## src/hw/rtl/ccdp_pkg.sv

```systemverilog
// ccdp_pkg: widths, sequencer types and control structs for the contour
// chord-distance peak detector
// depends on nothing; imported by contour_chord_distance_peaks
package ccdp_pkg;

  localparam int COORD_BITS = 10;

  // signed coordinate difference
  localparam int DIFF_W = COORD_BITS + 1;
  // multiplier operand, also holds |cross| and the squared chord length
  localparam int LEN_W  = 2 * COORD_BITS + 2;
  // squared cross product
  localparam int NUM_W  = 2 * LEN_W - 1;
  localparam int NUMH_W = NUM_W - LEN_W;
  localparam int PROD_W = 2 * LEN_W;
  // signed accumulator: a fraction cross product plus sign
  localparam int ACC_W  = 3 * LEN_W + 1;

  localparam int IN_DATA_W  = ((2 * COORD_BITS + 7) / 8) * 8;
  localparam int OUT_DATA_W = ((2 * COORD_BITS + 7) / 8) * 8;

  localparam int STEP_W  = 4;
  localparam int N_STEPS = 13;

  typedef enum logic [2:0] {
    ST_IDLE = 3'b001,
    ST_CALC = 3'b010,
    ST_EMIT = 3'b100
  } state_e;

  // micro-op sequence of the shared multiply-accumulate unit
  typedef enum logic [STEP_W-1:0] {
    SP_CROSS_A = 4'd0,   // cx * dy1
    SP_CROSS_B = 4'd1,   // - cy * dx1
    SP_LEN_A   = 4'd2,   // cx * cx
    SP_LEN_B   = 4'd3,   // + cy * cy
    SP_NUM     = 4'd4,   // |cross| * |cross|
    SP_CA0     = 4'd5,   // n1 * den0 ...
    SP_CA1     = 4'd6,
    SP_CA2     = 4'd7,   // ... - n0 * den1
    SP_CA3     = 4'd8,
    SP_CB0     = 4'd9,   // num * den1 ...
    SP_CB1     = 4'd10,
    SP_CB2     = 4'd11,  // ... - n1 * den
    SP_CB3     = 4'd12
  } step_e;

  typedef struct packed {
    logic load;   // start a new sum
    logic neg;    // subtract the product
    logic shift;  // product weighted by 2^LEN_W
  } mac_ctl_t;

endpackage

```

## src/hw/rtl/contour_chord_distance_peaks.sv

```systemverilog
// contour_chord_distance_peaks: detects local maxima of the chord distance
// along a contour using one shared multiply-accumulate unit
// depends on ccdp_pkg
//
// channel   dir  fields (lowest bit up)                 accepted when
// s_axis    in   tdata: point_x, point_y; tuser: start   tvalid & tready
// m_axis    out  tdata: key_x, key_y                     tvalid & tready
//
// a point that completes a neighbor triple runs through the multiply-
// accumulate sequence (13 issued products, then the product and accumulate
// stages) and through the emit state when it yields a peak; other points are taken directly.
// the shared multiplier is the limiting resource.
// s_axis_tready is high only while no point is in the sequence.
// a stalled result is held in the output register; a following peak waits.
// reset clears the history: no points held, distances zero.
module contour_chord_distance_peaks
  import ccdp_pkg::*;
(
  input  logic                  clk_i,
  input  logic                  rst_ni,
  input  logic                  s_axis_tvalid,
  output logic                  s_axis_tready,
  input  logic [IN_DATA_W-1:0]  s_axis_tdata,   // point_x, point_y
  input  logic                  s_axis_tuser,   // contour_start
  output logic                  m_axis_tvalid,
  input  logic                  m_axis_tready,
  output logic [OUT_DATA_W-1:0] m_axis_tdata    // key_x, key_y
);

  state_e state_q, state_d;

  logic [COORD_BITS-1:0] px_q [2];
  logic [COORD_BITS-1:0] py_q [2];
  logic [NUM_W-1:0]      n_q  [2];
  logic [LEN_W-1:0]      d_q  [2];
  logic [1:0]            seen_q;

  logic [COORD_BITS-1:0] nx_q, ny_q;
  logic [COORD_BITS-1:0] key_x_q, key_y_q;
  logic [COORD_BITS-1:0] pk_x_q, pk_y_q;
  logic [STEP_W-1:0]     cyc_q;

  logic [LEN_W-1:0]      mag_q, den_q;
  logic [NUM_W-1:0]      num_q;
  logic                  zero_len_q;
  logic                  gt_a_q;

  // product stage and accumulate stage
  logic [PROD_W-1:0]     prod_q;
  mac_ctl_t              p_ctl_q;
  step_e                 p_step_q, a_step_q;
  logic                  p_vld_q, a_vld_q;
  logic [ACC_W-1:0]      acc_q;

  logic                  in_beat, slot_free, issue_en, finish, hit, le_b;
  step_e                 cur_step;
  mac_ctl_t              cur_ctl;
  logic [LEN_W-1:0]      op_a, op_b;
  logic [COORD_BITS-1:0] in_x, in_y;

  logic signed [DIFF_W-1:0] cx, cy, dx1, dy1;
  logic [DIFF_W-1:0]        cx_m, cy_m, dx1_m, dy1_m;
  logic [ACC_W-1:0]         addend, acc_base, acc_mag;

  function automatic logic [DIFF_W-1:0] abs_d(logic signed [DIFF_W-1:0] v);
    abs_d = v[DIFF_W-1] ? DIFF_W'(-v) : DIFF_W'(v);
  endfunction

  assign in_x = s_axis_tdata[COORD_BITS-1:0];
  assign in_y = s_axis_tdata[2*COORD_BITS-1:COORD_BITS];

  assign s_axis_tready = (state_q == ST_IDLE);
  assign in_beat       = s_axis_tvalid && s_axis_tready;
  assign slot_free     = !m_axis_tvalid || m_axis_tready;
  assign m_axis_tdata  = OUT_DATA_W'({key_y_q, key_x_q});

  // chord from the oldest point to the new one, middle point relative to it
  assign cx  = $signed({1'b0, nx_q}) - $signed({1'b0, px_q[0]});
  assign cy  = $signed({1'b0, ny_q}) - $signed({1'b0, py_q[0]});
  assign dx1 = $signed({1'b0, px_q[1]}) - $signed({1'b0, px_q[0]});
  assign dy1 = $signed({1'b0, py_q[1]}) - $signed({1'b0, py_q[0]});
  assign cx_m  = abs_d(cx);
  assign cy_m  = abs_d(cy);
  assign dx1_m = abs_d(dx1);
  assign dy1_m = abs_d(dy1);

  assign issue_en = (state_q == ST_CALC) && (cyc_q < STEP_W'(N_STEPS));
  assign cur_step = step_e'(cyc_q);

  always_comb begin
    op_a    = '0;
    op_b    = '0;
    cur_ctl = '{load: 1'b0, neg: 1'b0, shift: 1'b0};
    case (cur_step)
      SP_CROSS_A: begin
        op_a    = LEN_W'(cx_m);
        op_b    = LEN_W'(dy1_m);
        cur_ctl = '{load: 1'b1, neg: cx[DIFF_W-1] ^ dy1[DIFF_W-1], shift: 1'b0};
      end
      SP_CROSS_B: begin
        op_a    = LEN_W'(cy_m);
        op_b    = LEN_W'(dx1_m);
        cur_ctl = '{load: 1'b0, neg: !(cy[DIFF_W-1] ^ dx1[DIFF_W-1]), shift: 1'b0};
      end
      SP_LEN_A: begin
        op_a    = LEN_W'(cx_m);
        op_b    = LEN_W'(cx_m);
        cur_ctl = '{load: 1'b1, neg: 1'b0, shift: 1'b0};
      end
      SP_LEN_B: begin
        op_a    = LEN_W'(cy_m);
        op_b    = LEN_W'(cy_m);
        cur_ctl = '{load: 1'b0, neg: 1'b0, shift: 1'b0};
      end
      SP_NUM: begin
        op_a    = mag_q;
        op_b    = mag_q;
        cur_ctl = '{load: 1'b1, neg: 1'b0, shift: 1'b0};
      end
      SP_CA0: begin
        op_a    = n_q[1][LEN_W-1:0];
        op_b    = d_q[0];
        cur_ctl = '{load: 1'b1, neg: 1'b0, shift: 1'b0};
      end
      SP_CA1: begin
        op_a    = LEN_W'(n_q[1][NUM_W-1:LEN_W]);
        op_b    = d_q[0];
        cur_ctl = '{load: 1'b0, neg: 1'b0, shift: 1'b1};
      end
      SP_CA2: begin
        op_a    = n_q[0][LEN_W-1:0];
        op_b    = d_q[1];
        cur_ctl = '{load: 1'b0, neg: 1'b1, shift: 1'b0};
      end
      SP_CA3: begin
        op_a    = LEN_W'(n_q[0][NUM_W-1:LEN_W]);
        op_b    = d_q[1];
        cur_ctl = '{load: 1'b0, neg: 1'b1, shift: 1'b1};
      end
      SP_CB0: begin
        op_a    = num_q[LEN_W-1:0];
        op_b    = d_q[1];
        cur_ctl = '{load: 1'b1, neg: 1'b0, shift: 1'b0};
      end
      SP_CB1: begin
        op_a    = LEN_W'(num_q[NUM_W-1:LEN_W]);
        op_b    = d_q[1];
        cur_ctl = '{load: 1'b0, neg: 1'b0, shift: 1'b1};
      end
      SP_CB2: begin
        op_a    = n_q[1][LEN_W-1:0];
        op_b    = den_q;
        cur_ctl = '{load: 1'b0, neg: 1'b1, shift: 1'b0};
      end
      SP_CB3: begin
        op_a    = LEN_W'(n_q[1][NUM_W-1:LEN_W]);
        op_b    = den_q;
        cur_ctl = '{load: 1'b0, neg: 1'b1, shift: 1'b1};
      end
      default: begin
        op_a    = '0;
        op_b    = '0;
        cur_ctl = '{load: 1'b0, neg: 1'b0, shift: 1'b0};
      end
    endcase
  end

  // accumulate: base +/- product, the subtract as invert plus carry-in
  assign addend   = p_ctl_q.shift ? ACC_W'({prod_q, {LEN_W{1'b0}}}) : ACC_W'(prod_q);
  assign acc_base = p_ctl_q.load ? '0 : acc_q;
  assign acc_mag  = acc_q[ACC_W-1] ? (~acc_q + ACC_W'(1)) : acc_q;

  assign le_b   = acc_q[ACC_W-1] || (acc_q == '0);
  assign finish = a_vld_q && (a_step_q == SP_CB3);
  assign hit    = gt_a_q && le_b;

  always_ff @(posedge clk_i) begin
    if (issue_en) begin
      prod_q  <= op_a * op_b;
      p_ctl_q <= cur_ctl;
    end
    if (p_vld_q) begin
      acc_q <= acc_base + (addend ^ {ACC_W{p_ctl_q.neg}}) + ACC_W'(p_ctl_q.neg);
    end
    if (in_beat) begin
      nx_q <= in_x;
      ny_q <= in_y;
    end
    // results are taken from the accumulator in the cycle after their last add
    if (a_vld_q) begin
      case (a_step_q)
        SP_CROSS_B: mag_q <= acc_mag[LEN_W-1:0];
        SP_LEN_B: begin
          zero_len_q <= (acc_q[LEN_W-1:0] == '0);
          den_q      <= (acc_q[LEN_W-1:0] == '0) ? LEN_W'(1) : acc_q[LEN_W-1:0];
        end
        SP_NUM:   num_q  <= zero_len_q ? '0 : acc_q[NUM_W-1:0];
        SP_CA3:   gt_a_q <= !acc_q[ACC_W-1] && (acc_q != '0);
        default: ;
      endcase
    end
    // peak waits here until the output register is free
    if (finish && hit) begin
      pk_x_q <= px_q[0];
      pk_y_q <= py_q[0];
    end
    if (state_q == ST_EMIT && slot_free) begin
      key_x_q <= pk_x_q;
      key_y_q <= pk_y_q;
    end
  end

  always_comb begin
    state_d = state_q;
    case (state_q)
      ST_IDLE: if (in_beat && !s_axis_tuser && (seen_q == 2'd2)) state_d = ST_CALC;
      ST_CALC: if (finish) state_d = hit ? ST_EMIT : ST_IDLE;
      ST_EMIT: if (slot_free) state_d = ST_IDLE;
      default: state_d = ST_IDLE;
    endcase
  end

  always_ff @(posedge clk_i or negedge rst_ni) begin
    if (!rst_ni) begin
      state_q       <= ST_IDLE;
      seen_q        <= '0;
      cyc_q         <= '0;
      p_vld_q       <= 1'b0;
      a_vld_q       <= 1'b0;
      p_step_q      <= SP_CROSS_A;
      a_step_q      <= SP_CROSS_A;
      m_axis_tvalid <= 1'b0;
      for (int k = 0; k < 2; k++) begin
        px_q[k] <= '0;
        py_q[k] <= '0;
        n_q[k]  <= '0;
        d_q[k]  <= LEN_W'(1);
      end
    end else begin
      state_q  <= state_d;
      p_vld_q  <= issue_en;
      p_step_q <= cur_step;
      a_vld_q  <= p_vld_q;
      a_step_q <= p_step_q;

      if (issue_en) begin
        cyc_q <= cyc_q + STEP_W'(1);
      end else if (state_q != ST_CALC) begin
        cyc_q <= '0;
      end

      if (in_beat && (s_axis_tuser || (seen_q != 2'd2))) begin
        // contour start clears the history, then takes the point as the first
        if (s_axis_tuser) begin
          px_q[0] <= '0;
          py_q[0] <= '0;
          seen_q  <= 2'd1;
          for (int k = 0; k < 2; k++) begin
            n_q[k] <= '0;
            d_q[k] <= LEN_W'(1);
          end
        end else begin
          px_q[0] <= px_q[1];
          py_q[0] <= py_q[1];
          seen_q  <= seen_q + 2'd1;
        end
        px_q[1] <= in_x;
        py_q[1] <= in_y;
      end

      if (finish) begin
        px_q[0] <= px_q[1];
        py_q[0] <= py_q[1];
        px_q[1] <= nx_q;
        py_q[1] <= ny_q;
        n_q[0]  <= n_q[1];
        d_q[0]  <= d_q[1];
        n_q[1]  <= num_q;
        d_q[1]  <= den_q;
      end

      if (state_q == ST_EMIT && slot_free) begin
        m_axis_tvalid <= 1'b1;
      end else if (m_axis_tready) begin
        m_axis_tvalid <= 1'b0;
      end
    end
  end

  // a new result beat only comes out of the emit state
  a_rise_from_emit: assert property (@(posedge clk_i) disable iff (!rst_ni)
    $rose(m_axis_tvalid) |-> $past(state_q == ST_EMIT))
    else $error("result beat raised outside emit");

  // the accumulator pipeline runs only during a sequence
  a_mac_in_calc: assert property (@(posedge clk_i) disable iff (!rst_ni)
    a_vld_q |-> (state_q == ST_CALC))
    else $error("accumulate stage busy outside calc");

  // stored distances never get a zero denominator
  a_den_nonzero: assert property (@(posedge clk_i) disable iff (!rst_ni)
    (d_q[0] != '0) && (d_q[1] != '0))
    else $error("zero distance denominator");

  // the point count saturates at two
  a_seen_sat: assert property (@(posedge clk_i) disable iff (!rst_ni)
    (seen_q == 2'd2) && !in_beat |=> (seen_q == 2'd2))
    else $error("point count dropped without a beat");

endmodule

```

## config.mk

```make
export PLATFORM = sky130hd
export DESIGN_NAME = contour_chord_distance_peaks
export DESIGN_NICKNAME = d
export VERILOG_FILES = /design/src/hw/rtl/ccdp_pkg.sv /design/src/hw/rtl/contour_chord_distance_peaks.sv
export SDC_FILE = /design/constraint.sdc
export NUM_CORES = 2
export LEC_CHECK = 0
export ABC_AREA = 1
export BUFFER_PORTS_ARGS = -buffer_cell sky130_fd_sc_hd__buf_2
export CAP_MARGIN = 15
export CORE_AREA = 2 2 288 290
export DETAILED_ROUTE_END_ITERATION = 16
export DIE_AREA = 0 0 290 292
export HOLD_SLACK_MARGIN = 0.03
export PLACE_DENSITY = 0.74
export SYNTH_ARGS = -nofsm -noshare
export SYNTH_HDL_FRONTEND = slang
export SYNTH_SLANG_ARGS = --single-unit
```

## constraint.sdc

```tcl
create_clock -name clk_i -period 16.7 [get_ports clk_i]
set_input_delay 3.34 -clock clk_i [delete_from_list [all_inputs] [get_ports clk_i]]
set_output_delay 3.34 -clock clk_i [all_outputs]
set_load 0.02 [all_outputs]
```

==> results.py <==
metrics = {
    "detailed_routing": {
        "met3WireLength_mm": 10.38,
        "highest_layer": "met5",
        "viasPerCell": 5.566,
        "drt-initial-drc-count": 3668,
        "finalWirelength_mm": 128.9,
        "wl_met1_mm": 52.01,
        "ant_nets": 0,
        "post-route-drc-count": 0,
        "num_vias": 36710,
        "routedWlPerCell_um": 19.54,
        "drt_pass1_iterations": 6,
        "wl_met2_mm": 59.73,
    },
    "final_layout": {
        "ff_latch_area_um2": 12660,
        "diodes": 0,
        "drive_above_1_share_pct": 5.069,
        "fin_area_um2": 46960,
        "nets": 6187,
        "syn2layout_area_growth_pct": 5.801,
        "multi_input_area_um2": 26160,
        "n_fill_cell": 7326,
    },
    "yosys": {
        "yosysUniqueCellTypes": 68,
        "netlist.area_leader.share_pct": 18.13,
        "synth_top_area_cell": "fa_1",
        "synth_edf_count": 263,
        "syn_area_per_cell_um2": 8.034,
        "ys_top_cells_by_area": "fa_1, edfxtp_1, dfrtp_1, inv_1, nand2_1",
        "synthCells": 5525,
        "synth-seq-area-share_pct": 28.51,
        "async_reset_ff_share_pct": 41.94,
        "syn-cell-area_um2": 44390,
        "synth_flop_cell": "edfxtp_1",
        "ys_warn_count": 0,
        "synth-seq-cells": 453,
    },
    "global_route": {
        "first_global_vias": 36840,
        "antenna_found_initial": 1,
        "track_usage_pct": 30.63,
        "grt_pass1_wl_mm": 202.5,
        "grt_start_max_net_pins": 110,
        "overflow": 0,
    },
    "min_path": {
        "hold_path.class": "flip-flop to flip-flop",
    },
    "cts": {
        "cts_max_level": 2,
        "cts_num_sinks": 453,
        "cts.reportedPaths.clkPinSlew_ps": 60,
        "clock_path_buffers": 3,
        "clk-insertion-delay-late_ps": 630,
        "cts_buffers": 51,
        "cts_root_buf": "clkbuf_16",
        "ctsHoldBuffers": 0,
        "cts_tree": "built",
        "post_cts_buffers": 0,
        "cts_resized": 0,
    },
    "sta": {
        "fmax_ghz": 0.09893,
        "rsz0062_at_grt": "no",
        "setup-tns-final_ps": 0,
        "hold_viol_final": 0,
        "skew_ps": 25.68,
        "finalCriticalPeriod_ps": 10110,
        "tightest_slew_ps": 1194,
        "maxSlewViolCount": 0,
        "min_period_over_period_pct": 60.53,
        "relSlewSlack_pct": 20.40,
        "setup-violations-final": 0,
    },
    "die": {
        "dieArea_um2": 84680,
        "row_count": 105,
        "initial_core_util_pct": 54.41,
        "coreArea_um2": 81580,
        "io_pins": 55,
        "dieWidth_um": 290,
        "die_h_um": 292,
    },
    "critical_path": {
        "crit_path_end_kind": "flip-flop",
        "crit_path_start_kind": "flip-flop",
        "critical_path_required_ps": 17110,
        "path_max_fanout": 20,
        "crit_type": "flip-flop to flip-flop",
        "slowest_delay_ps": 660,
        "slowest_stage": "inv_1",
        "crit_top_cell": "inv_1",
        "crit_arrival_ps": 10520,
    },
    "placed_design": {
        "dpl_cell_area_um2": 45270,
        "detailed_place_hpwl_mm": 101.8,
        "place_congestion": 0.9973,
        "io_buffers": 46,
    },
    "run_status": {
        "status": "complete, no violations",
    },
    "run": {
        "drv_cap": 0,
    },
}
metal layers:
metal | up-vias | GRT usage, %
met5 | - | 0
met4 | 2 | 14.32
met3 | 308 | 4.590
met2 | 1649 | 50.22
met1 | 17620 | 40.22
li1 | 17130 | -
final cells by class:
class,count,area share [%]
multi-input cells,3663,55.69
flip-flops and latches,453,26.95
inverters,1234,9.874
clock buffers,70,3.061
well taps,1070,2.851
repair buffers,78,1.020
clock inverters,26,0.5488
registers in the layout (all words and copies together) (netlist names), 3 cells and up:
signal and flops:
key_x_q 10, cur_step 4, key_y_q 10, state_q 3, mag_q 22, a_step_q 4, acc_q 67, ny_q 10
px_q 20, py_q 20, p_step_q 4, num_q 43, pk_y_q 10, d_q 44, p_ctl_q 3, n_q 86
pk_x_q 10, nx_q 10, prod_q 44, den_q 22
cells in the mapped netlist (10+ instances only):
cell and instances:
buf_1 10, buf_6 21, nand2_1 1125, nand4_1 44, a21o_1 19, nand3_1 212, mux2i_1 16, nor3_1 44
nand2_2 11, nor4_1 19, buf_2 54, inv_2 33, nor2_1 581, xor2_1 172, edfxtp_1 263, fa_1 402
clkbuf_1 68, o21bai_1 19, a21oi_1 195, buf_4 23, o21ai_0 174, ha_1 275, o21a_1 14, dfrtp_1 187
a31oi_1 23, nor2_2 19, o221ai_1 23, o22ai_1 142, inv_1 1198, xnor2_1 23
worst max-delay path, delay by kind of cell (launching register included):
family,cells,cell delay [ps]
buffers and inverters,10,2200
adder cells (fa/ha/maj),9,4100
XOR/XNOR,1,270
AND/OR/NAND/NOR,10,2530
flip-flops,1,420
AO/OA/AOI/OAI,2,300
cell usage in the layout, fill, tap and decap left out, drive strengths merged, types with 2 or more instances in the layout:
master / count
or2: 3
conb: 4
a211oi: 8
nor3: 51
nor4: 25
o22ai: 142
a22oi: 2
fa: 402
ha: 275
o21a: 14
and3: 4
mux2i: 16
nand3: 216
o21bai: 19
a21boi: 7
a31oi: 23
o211ai: 12
a21oi: 197
edfxtp: 263
xor2: 172
nand3b: 9
dfstp: 3
clkinvlp: 4
o221ai: 23
o2111ai: 3
nand2: 1143
a221oi: 7
xnor2: 23
nand4: 44
inv: 1235
buf: 77
a21o: 19
nor3b: 3
clkinv: 19
bufinv: 2
clkbuf: 71
nor2: 606
o21ai: 184
dfrtp: 187
final timing paths:
path,startpoint,endpoint,slack [ps],cells after the start
max in group asynchronous,rst_ni,n_q[19],12740,2
worst min register to register,p_step_q[2],a_step_q[2],340,0
min in group asynchronous,rst_ni,n_q[44],2680,1
worst max register to register,cur_step[1],prod_q[33],6590,32
worst min-delay path,p_step_q[2],a_step_q[2],340,0
worst max-delay path,cur_step[1],prod_q[33],6590,32
stage by stage:
step | setup slack (ps) | instances | hold slack, ps | utilization, %
6_report | 6591 | 6594 | 343.3 | 57.56
5_1_grt | 6214 | 6594 | 347.8 | 57.56
4_1_cts | 6695 | 6594 | 342.7 | 57.56
3_5_place_dp | 6688 | 6498 | 335.6 | 55.48
3_3_place_gp | 6874 | 6498 | 331.1 | 55.48
2_1_floorplan | 9064 | 5528 | 331.2 | -
cell families after synthesis:
| group | Yosys count | synth area share [%] |
|---|---|---|
| multiplexers | 16 | 0.3608 |
| flip-flops | 453 | 28.51 |
| XOR/XNOR | 195 | 3.848 |
| AND/OR/NAND/NOR | 2106 | 19.80 |
| AO/OA/AOI/OAI | 665 | 8.888 |
| other | 1 | 0.008448 |
| buffers and inverters | 1412 | 12.70 |
| adder cells (fa/ha/maj) | 677 | 25.88 |
Power is not shown: default switching activity piles up to over one toggle a cycle in this logic, so the estimate is an artifact.
